--- src/gbt_pkg.sv ---
// Package: shared constants and types for the graph traversal unit.
package gbt_pkg;

   localparam int MAX_VERTICES_DEF = 32;
   localparam int MAX_DEGREE_DEF   = 8;
   localparam int RESULT_CAP       = 32;
   localparam int CNT_W            = 6;
   localparam int CFG_W            = 6;
   localparam int FIELD_W          = 5;
   localparam int CFG_RESET        = 32;

   typedef enum logic [1:0] {
      OP_ADD = 2'd0,
      OP_BFS = 2'd1,
      OP_DFS = 2'd2
   } op_type;

   typedef enum logic [1:0] {
      ST_VISIT   = 2'd0,
      ST_ADDED   = 2'd1,
      ST_DROPPED = 2'd2,
      ST_RANGE   = 2'd3
   } status_type;

   typedef struct packed {
      logic               valid;
      logic [1:0]         status;
      logic [FIELD_W-1:0] vertex;
      logic               last;
   } emit_type;

endpackage

--- src/gbt_ram.sv ---
// Generic simple dual-port RAM with registered read.
module gbt_ram
   import gbt_pkg::*;
#(
   parameter int WIDTH = 8,
   parameter int DEPTH = 32
) (
   input  logic                     clock,
   input  logic                     wr_en,
   input  logic [$clog2(DEPTH)-1:0] wr_addr,
   input  logic [WIDTH-1:0]         wr_data,
   input  logic                     rd_en,
   input  logic [$clog2(DEPTH)-1:0] rd_addr,
   output logic [WIDTH-1:0]         rd_data
);

   logic [WIDTH-1:0] mem_ff [DEPTH];
   logic [WIDTH-1:0] rd_data_ff;

   always_ff @(posedge clock) begin
      if (wr_en) begin
         mem_ff[wr_addr] <= wr_data;
      end
      if (rd_en) begin
         rd_data_ff <= mem_ff[rd_addr];
      end
   end

   assign rd_data = rd_data_ff;

endmodule

--- src/gbt_engine.sv ---
// Sequencer for edge insertion and breadth/depth-first traversal.
module gbt_engine
   import gbt_pkg::*;
#(
   parameter int MAX_VERTICES = MAX_VERTICES_DEF,
   parameter int MAX_DEGREE   = MAX_DEGREE_DEF
) (
   input  logic               clock,
   input  logic               reset,
   input  logic [CFG_W-1:0]   vertex_count,
   input  logic               start,
   input  logic [1:0]         op,
   input  logic [FIELD_W-1:0] edge_source,
   input  logic [FIELD_W-1:0] edge_destination,
   input  logic [FIELD_W-1:0] root_vertex,
   output logic               idle,
   input  logic               out_free,
   output emit_type           emit
);

   localparam int VW = $clog2(MAX_VERTICES);
   localparam int DW = $clog2(MAX_DEGREE + 1);
   localparam int AW = $clog2(MAX_VERTICES * MAX_DEGREE);
   localparam int NW = CFG_W + 1;
   localparam int PW = VW + DW;

   typedef enum logic [3:0] {
      S_IDLE, S_DECODE, S_ADD_RD, S_ADD_CHK, S_ADD_WD, S_RESULT,
      S_B_POP, S_B_POPW, S_B_NREAD, S_B_NCHK,
      S_D_TOP, S_D_TOPW, S_D_NCHK, S_FINISH
   } state_type;

   state_type          state_ff, state_in;
   logic [1:0]         op_ff, op_in;
   logic [FIELD_W-1:0] src_ff, src_in, dst_ff, dst_in, root_ff, root_in;
   logic [1:0]         status_ff, status_in;
   logic [VW-1:0]      v_ff, v_in;
   logic [DW-1:0]      pos_ff, pos_in;
   logic [DW-1:0]      degs_ff, degs_in;
   logic [VW:0]        head_ff, head_in, tail_ff, tail_in;
   logic [CNT_W-1:0]   cnt_ff, cnt_in;
   logic               hold_vld_ff, hold_vld_in;
   logic [VW-1:0]      hold_v_ff, hold_v_in;
   logic [MAX_VERTICES-1:0] visited_ff, visited_in;
   logic [DW-1:0]      degree_ff [MAX_VERTICES];
   logic [DW-1:0]      degree_in [MAX_VERTICES];

   logic [NW-1:0]      n_cnt;
   logic [VW-1:0]      deg_addr;
   logic [DW-1:0]      deg_rd;
   logic [VW-1:0]      src_idx, dst_idx;

   logic               nb_we, nb_re;
   logic [AW-1:0]      nb_waddr, nb_raddr;
   logic [VW-1:0]      nb_wdata, nb_rdata;
   logic               pd_we, pd_re;
   logic [VW-1:0]      pd_waddr, pd_raddr;
   logic [PW-1:0]      pd_wdata, pd_rdata;
   logic [VW-1:0]      pd_vtx;
   logic [DW-1:0]      pd_pos;
   logic [VW:0]        top_idx;
   logic               w_ok;

   function automatic logic [AW-1:0] naddr(input logic [VW-1:0] v, input logic [DW-1:0] p);
      naddr = AW'(v) * AW'(MAX_DEGREE) + AW'(p);
   endfunction

   gbt_ram #(.WIDTH(VW), .DEPTH(MAX_VERTICES * MAX_DEGREE)) u_nbr_ram (
      .clock   (clock),
      .wr_en   (nb_we),
      .wr_addr (nb_waddr),
      .wr_data (nb_wdata),
      .rd_en   (nb_re),
      .rd_addr (nb_raddr),
      .rd_data (nb_rdata)
   );

   gbt_ram #(.WIDTH(PW), .DEPTH(MAX_VERTICES)) u_pend_ram (
      .clock   (clock),
      .wr_en   (pd_we),
      .wr_addr (pd_waddr),
      .wr_data (pd_wdata),
      .rd_en   (pd_re),
      .rd_addr (pd_raddr),
      .rd_data (pd_rdata)
   );

   assign n_cnt = ({1'b0, vertex_count} < NW'(MAX_VERTICES)) ?
                  {1'b0, vertex_count} : NW'(MAX_VERTICES);
   assign src_idx = VW'(src_ff);
   assign dst_idx = VW'(dst_ff);
   assign pd_vtx  = pd_rdata[PW-1:DW];
   assign pd_pos  = pd_rdata[DW-1:0];
   assign top_idx = tail_ff - (VW+1)'(1);
   assign idle    = (state_ff == S_IDLE);

   always_comb begin
      unique case (state_ff)
         S_ADD_RD:              deg_addr = src_idx;
         S_ADD_CHK, S_ADD_WD:   deg_addr = dst_idx;
         S_D_TOPW:              deg_addr = pd_vtx;
         default:               deg_addr = v_ff;
      endcase
   end
   assign deg_rd = degree_ff[deg_addr];

   // stale or visited neighbors and a full pending store are skipped
   assign w_ok = (NW'(nb_rdata) < n_cnt) && !visited_ff[nb_rdata] &&
                 (tail_ff < (VW+1)'(MAX_VERTICES));

   always_comb begin
      state_in    = state_ff;
      op_in       = op_ff;
      src_in      = src_ff;
      dst_in      = dst_ff;
      root_in     = root_ff;
      status_in   = status_ff;
      v_in        = v_ff;
      pos_in      = pos_ff;
      degs_in     = degs_ff;
      head_in     = head_ff;
      tail_in     = tail_ff;
      cnt_in      = cnt_ff;
      hold_vld_in = hold_vld_ff;
      hold_v_in   = hold_v_ff;
      visited_in  = visited_ff;
      degree_in   = degree_ff;
      nb_we = 1'b0; nb_waddr = '0; nb_wdata = '0;
      nb_re = 1'b0; nb_raddr = '0;
      pd_we = 1'b0; pd_waddr = '0; pd_wdata = '0;
      pd_re = 1'b0; pd_raddr = '0;
      emit = '0;

      unique case (state_ff)
         S_IDLE: begin
            if (start) begin
               op_in    = op;
               src_in   = edge_source;
               dst_in   = edge_destination;
               root_in  = root_vertex;
               state_in = S_DECODE;
            end
         end
         S_DECODE: begin
            case (op_ff)
               OP_ADD: begin
                  if ((NW'(src_ff) >= n_cnt) || (NW'(dst_ff) >= n_cnt)) begin
                     status_in = ST_RANGE;
                     state_in  = S_RESULT;
                  end else begin
                     state_in = S_ADD_RD;
                  end
               end
               OP_BFS, OP_DFS: begin
                  if (NW'(root_ff) >= n_cnt) begin
                     status_in = ST_RANGE;
                     state_in  = S_RESULT;
                  end else begin
                     visited_in = '0;
                     visited_in[VW'(root_ff)] = 1'b1;
                     pd_we    = 1'b1;
                     pd_waddr = '0;
                     pd_wdata = {VW'(root_ff), DW'(0)};
                     head_in  = '0;
                     tail_in  = (VW+1)'(1);
                     if (op_ff == OP_BFS) begin
                        hold_vld_in = 1'b0;
                        cnt_in      = '0;
                        state_in    = S_B_POP;
                     end else begin
                        hold_vld_in = 1'b1;
                        hold_v_in   = VW'(root_ff);
                        cnt_in      = CNT_W'(1);
                        state_in    = S_D_TOP;
                     end
                  end
               end
               default: state_in = S_IDLE;
            endcase
         end
         S_ADD_RD: begin
            degs_in  = deg_rd;
            state_in = S_ADD_CHK;
         end
         S_ADD_CHK: begin
            if ((src_ff == dst_ff) ?
                ((DW+1)'(degs_ff) + (DW+1)'(2) > (DW+1)'(MAX_DEGREE)) :
                ((degs_ff >= DW'(MAX_DEGREE)) || (deg_rd >= DW'(MAX_DEGREE)))) begin
               status_in = ST_DROPPED;
               state_in  = S_RESULT;
            end else begin
               nb_we    = 1'b1;
               nb_waddr = naddr(src_idx, degs_ff);
               nb_wdata = dst_idx;
               degree_in[src_idx] = degs_ff + DW'(1);
               state_in = S_ADD_WD;
            end
         end
         S_ADD_WD: begin
            // degree re-read here so a self-loop lands in the next slot
            nb_we    = 1'b1;
            nb_waddr = naddr(dst_idx, deg_rd);
            nb_wdata = src_idx;
            degree_in[dst_idx] = deg_rd + DW'(1);
            status_in = ST_ADDED;
            state_in  = S_RESULT;
         end
         S_RESULT: begin
            if (out_free) begin
               emit.valid  = 1'b1;
               emit.status = status_ff;
               emit.vertex = '0;
               emit.last   = 1'b1;
               state_in    = S_IDLE;
            end
         end
         S_B_POP: begin
            if ((head_ff < tail_ff) && (cnt_ff < CNT_W'(RESULT_CAP))) begin
               pd_re    = 1'b1;
               pd_raddr = head_ff[VW-1:0];
               head_in  = head_ff + (VW+1)'(1);
               state_in = S_B_POPW;
            end else begin
               state_in = S_FINISH;
            end
         end
         S_B_POPW: begin
            // previous visit goes out once the next one is known
            if (!hold_vld_ff || out_free) begin
               emit.valid  = hold_vld_ff;
               emit.status = ST_VISIT;
               emit.vertex = FIELD_W'(hold_v_ff);
               hold_vld_in = 1'b1;
               hold_v_in   = pd_vtx;
               cnt_in      = cnt_ff + CNT_W'(1);
               v_in        = pd_vtx;
               pos_in      = '0;
               state_in    = S_B_NREAD;
            end
         end
         S_B_NREAD: begin
            if (pos_ff < deg_rd) begin
               nb_re    = 1'b1;
               nb_raddr = naddr(v_ff, pos_ff);
               pos_in   = pos_ff + DW'(1);
               state_in = S_B_NCHK;
            end else begin
               state_in = S_B_POP;
            end
         end
         S_B_NCHK: begin
            if (w_ok) begin
               visited_in[nb_rdata] = 1'b1;
               pd_we    = 1'b1;
               pd_waddr = tail_ff[VW-1:0];
               pd_wdata = {nb_rdata, DW'(0)};
               tail_in  = tail_ff + (VW+1)'(1);
            end
            state_in = S_B_NREAD;
         end
         S_D_TOP: begin
            if ((tail_ff != '0) && (cnt_ff < CNT_W'(RESULT_CAP))) begin
               pd_re    = 1'b1;
               pd_raddr = top_idx[VW-1:0];
               state_in = S_D_TOPW;
            end else begin
               state_in = S_FINISH;
            end
         end
         S_D_TOPW: begin
            if (pd_pos < deg_rd) begin
               nb_re    = 1'b1;
               nb_raddr = naddr(pd_vtx, pd_pos);
               pd_we    = 1'b1;
               pd_waddr = top_idx[VW-1:0];
               pd_wdata = {pd_vtx, pd_pos + DW'(1)};
               state_in = S_D_NCHK;
            end else begin
               tail_in  = top_idx;
               state_in = S_D_TOP;
            end
         end
         S_D_NCHK: begin
            if (!w_ok) begin
               state_in = S_D_TOP;
            end else if (out_free) begin
               emit.valid  = 1'b1;
               emit.status = ST_VISIT;
               emit.vertex = FIELD_W'(hold_v_ff);
               hold_v_in   = nb_rdata;
               cnt_in      = cnt_ff + CNT_W'(1);
               visited_in[nb_rdata] = 1'b1;
               pd_we    = 1'b1;
               pd_waddr = tail_ff[VW-1:0];
               pd_wdata = {nb_rdata, DW'(0)};
               tail_in  = tail_ff + (VW+1)'(1);
               state_in = S_D_TOP;
            end
         end
         S_FINISH: begin
            if (out_free) begin
               emit.valid  = 1'b1;
               emit.status = ST_VISIT;
               emit.vertex = FIELD_W'(hold_v_ff);
               emit.last   = 1'b1;
               hold_vld_in = 1'b0;
               state_in    = S_IDLE;
            end
         end
         default: state_in = S_IDLE;
      endcase
   end

   always_ff @(posedge clock) begin
      if (reset) begin
         state_ff    <= S_IDLE;
         hold_vld_ff <= 1'b0;
         visited_ff  <= '0;
         head_ff     <= '0;
         tail_ff     <= '0;
         cnt_ff      <= '0;
         for (int i = 0; i < MAX_VERTICES; i++) begin
            degree_ff[i] <= '0;
         end
      end else begin
         state_ff    <= state_in;
         hold_vld_ff <= hold_vld_in;
         visited_ff  <= visited_in;
         head_ff     <= head_in;
         tail_ff     <= tail_in;
         cnt_ff      <= cnt_in;
         degree_ff   <= degree_in;
      end
      op_ff     <= op_in;
      src_ff    <= src_in;
      dst_ff    <= dst_in;
      root_ff   <= root_in;
      status_ff <= status_in;
      v_ff      <= v_in;
      pos_ff    <= pos_in;
      degs_ff   <= degs_in;
      hold_v_ff <= hold_v_in;
   end

endmodule

--- src/graph_bfs_dfs_traversal_unit.sv ---
// Top level: graph traversal unit with configuration register and result register.
//
// Undirected graph engine. An add-edge transaction answers with one status result, as does
// a traversal whose root is out of range. Any other traversal answers with one result per
// visited vertex, the final one flagged last. Both traversals are bounded by the single
// read port of the neighbor RAM, which the sequencer walks one entry at a time. The block
// takes no new transaction until the previous one has been fully answered; a stalled
// result port holds the sequencer. Configuration writes are accepted at any time but must
// only be issued while the unit is idle.
module graph_bfs_dfs_traversal_unit
   import gbt_pkg::*;
#(
   parameter int MAX_VERTICES = MAX_VERTICES_DEF,
   parameter int MAX_DEGREE   = MAX_DEGREE_DEF
) (
   input  logic               clock,
   input  logic               reset,
   input  logic               csr_valid,
   output logic               csr_ready,
   input  logic [CFG_W-1:0]   csr_vertex_count,
   input  logic               req_valid,
   output logic               req_stall,
   input  logic [1:0]         req_op,
   input  logic [FIELD_W-1:0] req_edge_source,
   input  logic [FIELD_W-1:0] req_edge_destination,
   input  logic [FIELD_W-1:0] req_root_vertex,
   output logic               rsp_valid,
   input  logic               rsp_stall,
   output logic [1:0]         rsp_status,
   output logic [FIELD_W-1:0] rsp_vertex,
   output logic               rsp_last
);

   logic [CFG_W-1:0]   vcount_ff;
   logic               rsp_valid_ff;
   logic [1:0]         rsp_status_ff;
   logic [FIELD_W-1:0] rsp_vertex_ff;
   logic               rsp_last_ff;
   logic               idle, out_free;
   emit_type           emit;

   assign csr_ready = 1'b1;
   assign req_stall = !idle;
   assign out_free  = !rsp_valid_ff || !rsp_stall;

   gbt_engine #(.MAX_VERTICES(MAX_VERTICES), .MAX_DEGREE(MAX_DEGREE)) u_engine (
      .clock            (clock),
      .reset            (reset),
      .vertex_count     (vcount_ff),
      .start            (req_valid && !req_stall),
      .op               (req_op),
      .edge_source      (req_edge_source),
      .edge_destination (req_edge_destination),
      .root_vertex      (req_root_vertex),
      .idle             (idle),
      .out_free         (out_free),
      .emit             (emit)
   );

   always_ff @(posedge clock) begin
      if (reset) begin
         vcount_ff    <= CFG_W'(CFG_RESET);
         rsp_valid_ff <= 1'b0;
      end else begin
         if (csr_valid && csr_ready) begin
            vcount_ff <= csr_vertex_count;
         end
         if (emit.valid) begin
            rsp_valid_ff <= 1'b1;
         end else if (!rsp_stall) begin
            rsp_valid_ff <= 1'b0;
         end
      end
      if (emit.valid) begin
         rsp_status_ff <= emit.status;
         rsp_vertex_ff <= emit.vertex;
         rsp_last_ff   <= emit.last;
      end
   end

   assign rsp_valid  = rsp_valid_ff;
   assign rsp_status = rsp_status_ff;
   assign rsp_vertex = rsp_vertex_ff;
   assign rsp_last   = rsp_last_ff;

endmodule
--- config.mk ---
export PLATFORM = sky130hd
export DESIGN_NAME = graph_bfs_dfs_traversal_unit
export DESIGN_NICKNAME = d
export VERILOG_FILES = /design/src/gbt_pkg.sv /design/src/gbt_ram.sv /design/src/gbt_engine.sv /design/src/graph_bfs_dfs_traversal_unit.sv
export SDC_FILE = /design/constraint.sdc
export NUM_CORES = 2
export LEC_CHECK = 0
export BUFFER_PORTS_ARGS = -buffer_cell sky130_fd_sc_hd__buf_2
export CAP_MARGIN = 30
export CORE_ASPECT_RATIO = 1.1
export CORE_MARGIN = 4
export CORE_UTILIZATION = 25
export DETAILED_ROUTE_END_ITERATION = 10
export GPL_TIMING_DRIVEN = 0
export PLACE_DENSITY = 0.39
export SYNTH_ARGS = -nofsm -noshare
export SYNTH_HDL_FRONTEND = slang
export SYNTH_SLANG_ARGS = --single-unit
--- constraint.sdc ---
create_clock -name clock -period 20.8 [get_ports clock]
set_input_delay 2.08 -clock clock [delete_from_list [all_inputs] [get_ports clock]]
set_output_delay 2.08 -clock clock [all_outputs]
set_load 0.05 [all_outputs]
==> results.cfg <==
[outcome]
status = completed

[worst_setup_path]
crit_type = flip-flop to flip-flop
worstSetupEndpointType = flip-flop
r2r-end = u_engine.u_nbr_ram.rd_data[4]
startpoint_type = flip-flop
crit_path_max_fanout = 10
slowest_delay_ns = 0.91
crit_required_ns = 21.46
cp_slowest_cell = clkbuf_2
reg2regPathDepth = 29
ff2ff_setup_slack_ns = 8.51
reg2reg_from = u_engine.u_pend_ram.rd_data[4]
arrival_ns = 12.95
path_common_cell = clkbuf_2

[global_route]
grt_pass1_wl_um = 582500
grt_max_degree = 35
antenna_found_initial = 61
grt.total_usage_pct = 26.41
grt-ovfl-total = 0
grt_pass1_vias = 60580

[routing]
drc = 0
drtPass1Iterations = 7
vias = 64880
antenna_left = 0
wire_per_inst_um = 39.23
drt_wl_total_um = 447700
drtIter0Drc = 10380
vias_per_cell = 5.686

[synth]
synth_edf_count = 1627
synth_area_leaders = edfxtp_1 61%, nand2_1 5.7%, dfxtp_1 4.8%
syn-cell-area_sq_um = 79460
yosysSeqAreaShare_pct = 66.28
synth_ff_type = edfxtp_1
async_flop_share_pct = 0
syn_area_per_cell_sq_um = 11.92
syn_nets = 6745
synth.largest_area_cell = edfxtp_1
synth.top_cell.area_share_pct = 61.49
yosys_warnings = 0
ys_ff_latch = 1817
synth_cells = 6666
yosysUniqueCellTypes = 112

[place]
gp_congestion = 1.030
post-place-cells = 11010
hpwl_um = 312600
numPortBuffers = 36

[hold_path]
hold_path_depth = 2
holdPathEnd = vcount_ff[3]
hold_class = flip-flop to flip-flop
hold_start = vcount_ff[3]

[die]
io_pins = 39
initial_core_util_pct = 25.17
core_sq_um = 315700
die_h_um = 599.3
die_x_um = 545.5
dieArea_sq_um = 326900
rows = 216

[cells_and_area]
fillCellCount = 32250
final_nets = 7162
areaGrowthSynthToFinish_pct = 19.14
final_layout_size_suffix_gt1_share_pct = 11.61
final_cells = 11410

[clock_network]
clockBufferDepth = 4
path_clk_slew_ns = 0.06
cts_hold_buf = 0
clk_latency_ns = 0.96
cts_tree = done
numCtsBuffers = 212
cts_root_buffer = clkbuf_16
clock-sinks = 1817
ctsResizeCount = 0
h-tree-depth = 4
postCtsSetupBuffers = 0

[timing]
setup_viol = 0
period_share_pct = 59.10
fmax_mhz = 81.35
period_needed_ns = 12.29
timing.setup.tns_ns = 0
fin_hold_ws_ns = 0.4988
rsz0062_at_grt = false
slew_headroom_pct = 19.94
final_max_slew_viol_count = 0
hold_viol_final = 0
finClkSkew_ns = 0.08958
tightest_slew_ns = 1.201

[power_and_ir_drop]
p_per_area_nw_per_um2 = 106.5
peakVddDrop_uv = 67.73
p_leak_uw = 0.03203

[run]
cap_violations = 0
cell families after synthesis:
| logic type | Yosys count | synth area share (%) |
|---|---|---|
| adders and majority gates | 51 | 0.8031 |
| other | 1 | 0.004720 |
| AOI/OAI and AO/OA | 1270 | 11.16 |
| muxes | 274 | 3.674 |
| xor gates and xnor gates | 37 | 0.4078 |
| buffers and inverters | 504 | 2.768 |
| and+or+nand+nor | 2712 | 14.91 |
| DFF | 1817 | 66.28 |
worst max-delay path by stage:
stage,startpoint,end,slack [ns],depth (start not counted)
after detailed placement,u_engine.u_pend_ram.rd_data[4],u_engine.u_nbr_ram.rd_data[4],8.82,27
after CTS,u_engine.u_pend_ram.rd_data[4],u_engine.u_nbr_ram.rd_data[4],8.73,27
after floorplan,u_engine.state_ff[3],u_engine.u_nbr_ram.mem_ff[0][1],5.77,15
after global routing,u_engine.u_pend_ram.rd_data[4],u_engine.u_nbr_ram.rd_data[4],8.78,29
after global placement,u_engine.u_pend_ram.rd_data[6],u_engine.u_nbr_ram.mem_ff[126][4],-13.70,14
final,u_engine.u_pend_ram.rd_data[4],u_engine.u_nbr_ram.rd_data[4],8.51,29
critical path, delay by kind of cell (launching register included):
family / cells / cell delay [ns]
buf+inv: 10 / 4.96
compound gates: 11 / 3.91
simple gates: 6 / 1.69
flops: 1 / 0.63
fa+ha+maj: 1 / 0.38
mux: 1 / 0.29
through the flow:
step	power [uW]	cell area (sq um)	setup WS, ns	utilization, %
3_5_place_dp	6366	87980	8.817	27.87
5_1_grt	10300	94610	8.780	29.97
4_1_cts	10040	94560	8.734	29.96
3_3_place_gp	6486	84820	-13.70	26.87
2_1_floorplan	5390	79460	5.775	-
6_report	10080	94670	8.508	29.99
state kept, by name, summed over array words and instances, names as in the netlist, 6 cells and up:
register	cells
u_engine.cnt_ff	6
u_engine.degree_ff	128
u_engine.head_ff	6
u_engine.tail_ff	6
u_engine.u_nbr_ram.mem_ff	1280
u_engine.u_pend_ram.mem_ff	288
u_engine.u_pend_ram.rd_data	9
u_engine.visited_ff	32
vcount_ff	6
final cells by class:
type / instances / area [sq um] / share of cell area [%]
flip-flops and latches: 1817 / 52660 / 55.63
multi-input cells: 4345 / 24800 / 26.20
plain buffers: 466 / 2171 / 2.293
repair buffers: 203 / 3063 / 3.235
clock inverters: 117 / 1025 / 1.082
inverters: 38 / 143.9 / 0.1520
clock buffers: 260 / 5558 / 5.871
well taps: 4142 / 5182 / 5.474
diodes: 24 / 60.06 / 0.06344
power breakdown:
group	leakage, uW	switching (uW)	internal, uW
registers	0.0166	56.0	4200
clock network	0.00323	1620	2110
logic	0.0122	1590	517
total	0.0320	3260	6820
synthesized netlist by cell type, drive strengths merged, types with 18 or more instances:
cell type,instances
nor3,97
mux2i,244
and2,31
o211ai,29
nand3,402
a21o,26
nand4,43
edfxtp,1627
a22o,38
and3,70
o22ai,123
xnor2,18
nor2b,101
inv,34
nand2b,34
xor2,19
nand2,1210
a21oi,231
buf,182
o21ai,137
a22oi,150
a311oi,60
mux2,18
nor2,649
a211oi,154
a31oi,126
a221oi,33
clkbuf,284
dfxtp,190
a221o,19
ha,51
placed cells by master, fill, tap and decap left out, types with 30 or more instances in the layout:
cell type  instances
clkbuf_2          74
clkbuf_1         254
nand3_1          402
buf_16            36
nand2b_1          33
buf_4             50
a311oi_1          60
nor2_1           639
a21oi_1          224
dfxtp_1          190
o22ai_1          121
clkinv_2          41
a22o_1            38
a22oi_1          148
buf_12            46
o21ai_0          125
a211oi_1         154
and2_1            30
clkinv_1          50
nor3_1            86
nand2_1         1206
inv_1             32
and3_1            70
a221oi_1          32
ha_1              51
a31oi_1          123
clkbuf_16        214
nor2b_1          101
buf_8             38
edfxtp_1        1627
mux2i_1          244
buf_2            166
nand4_1           43
routing by layer:
| metal | wire (um) | track usage (%) | vias up |
|---|---|---|---|
| met5 | 271 | 0.1748 | - |
| met4 | 35470 | 17.80 | 24 |
| met3 | 46170 | 7.097 | 1254 |
| met2 | 196700 | 40.67 | 4521 |
| met1 | 169100 | 32.42 | 33240 |
| li1 | - | - | 25850 |
Power figures use the tool's default switching activity.
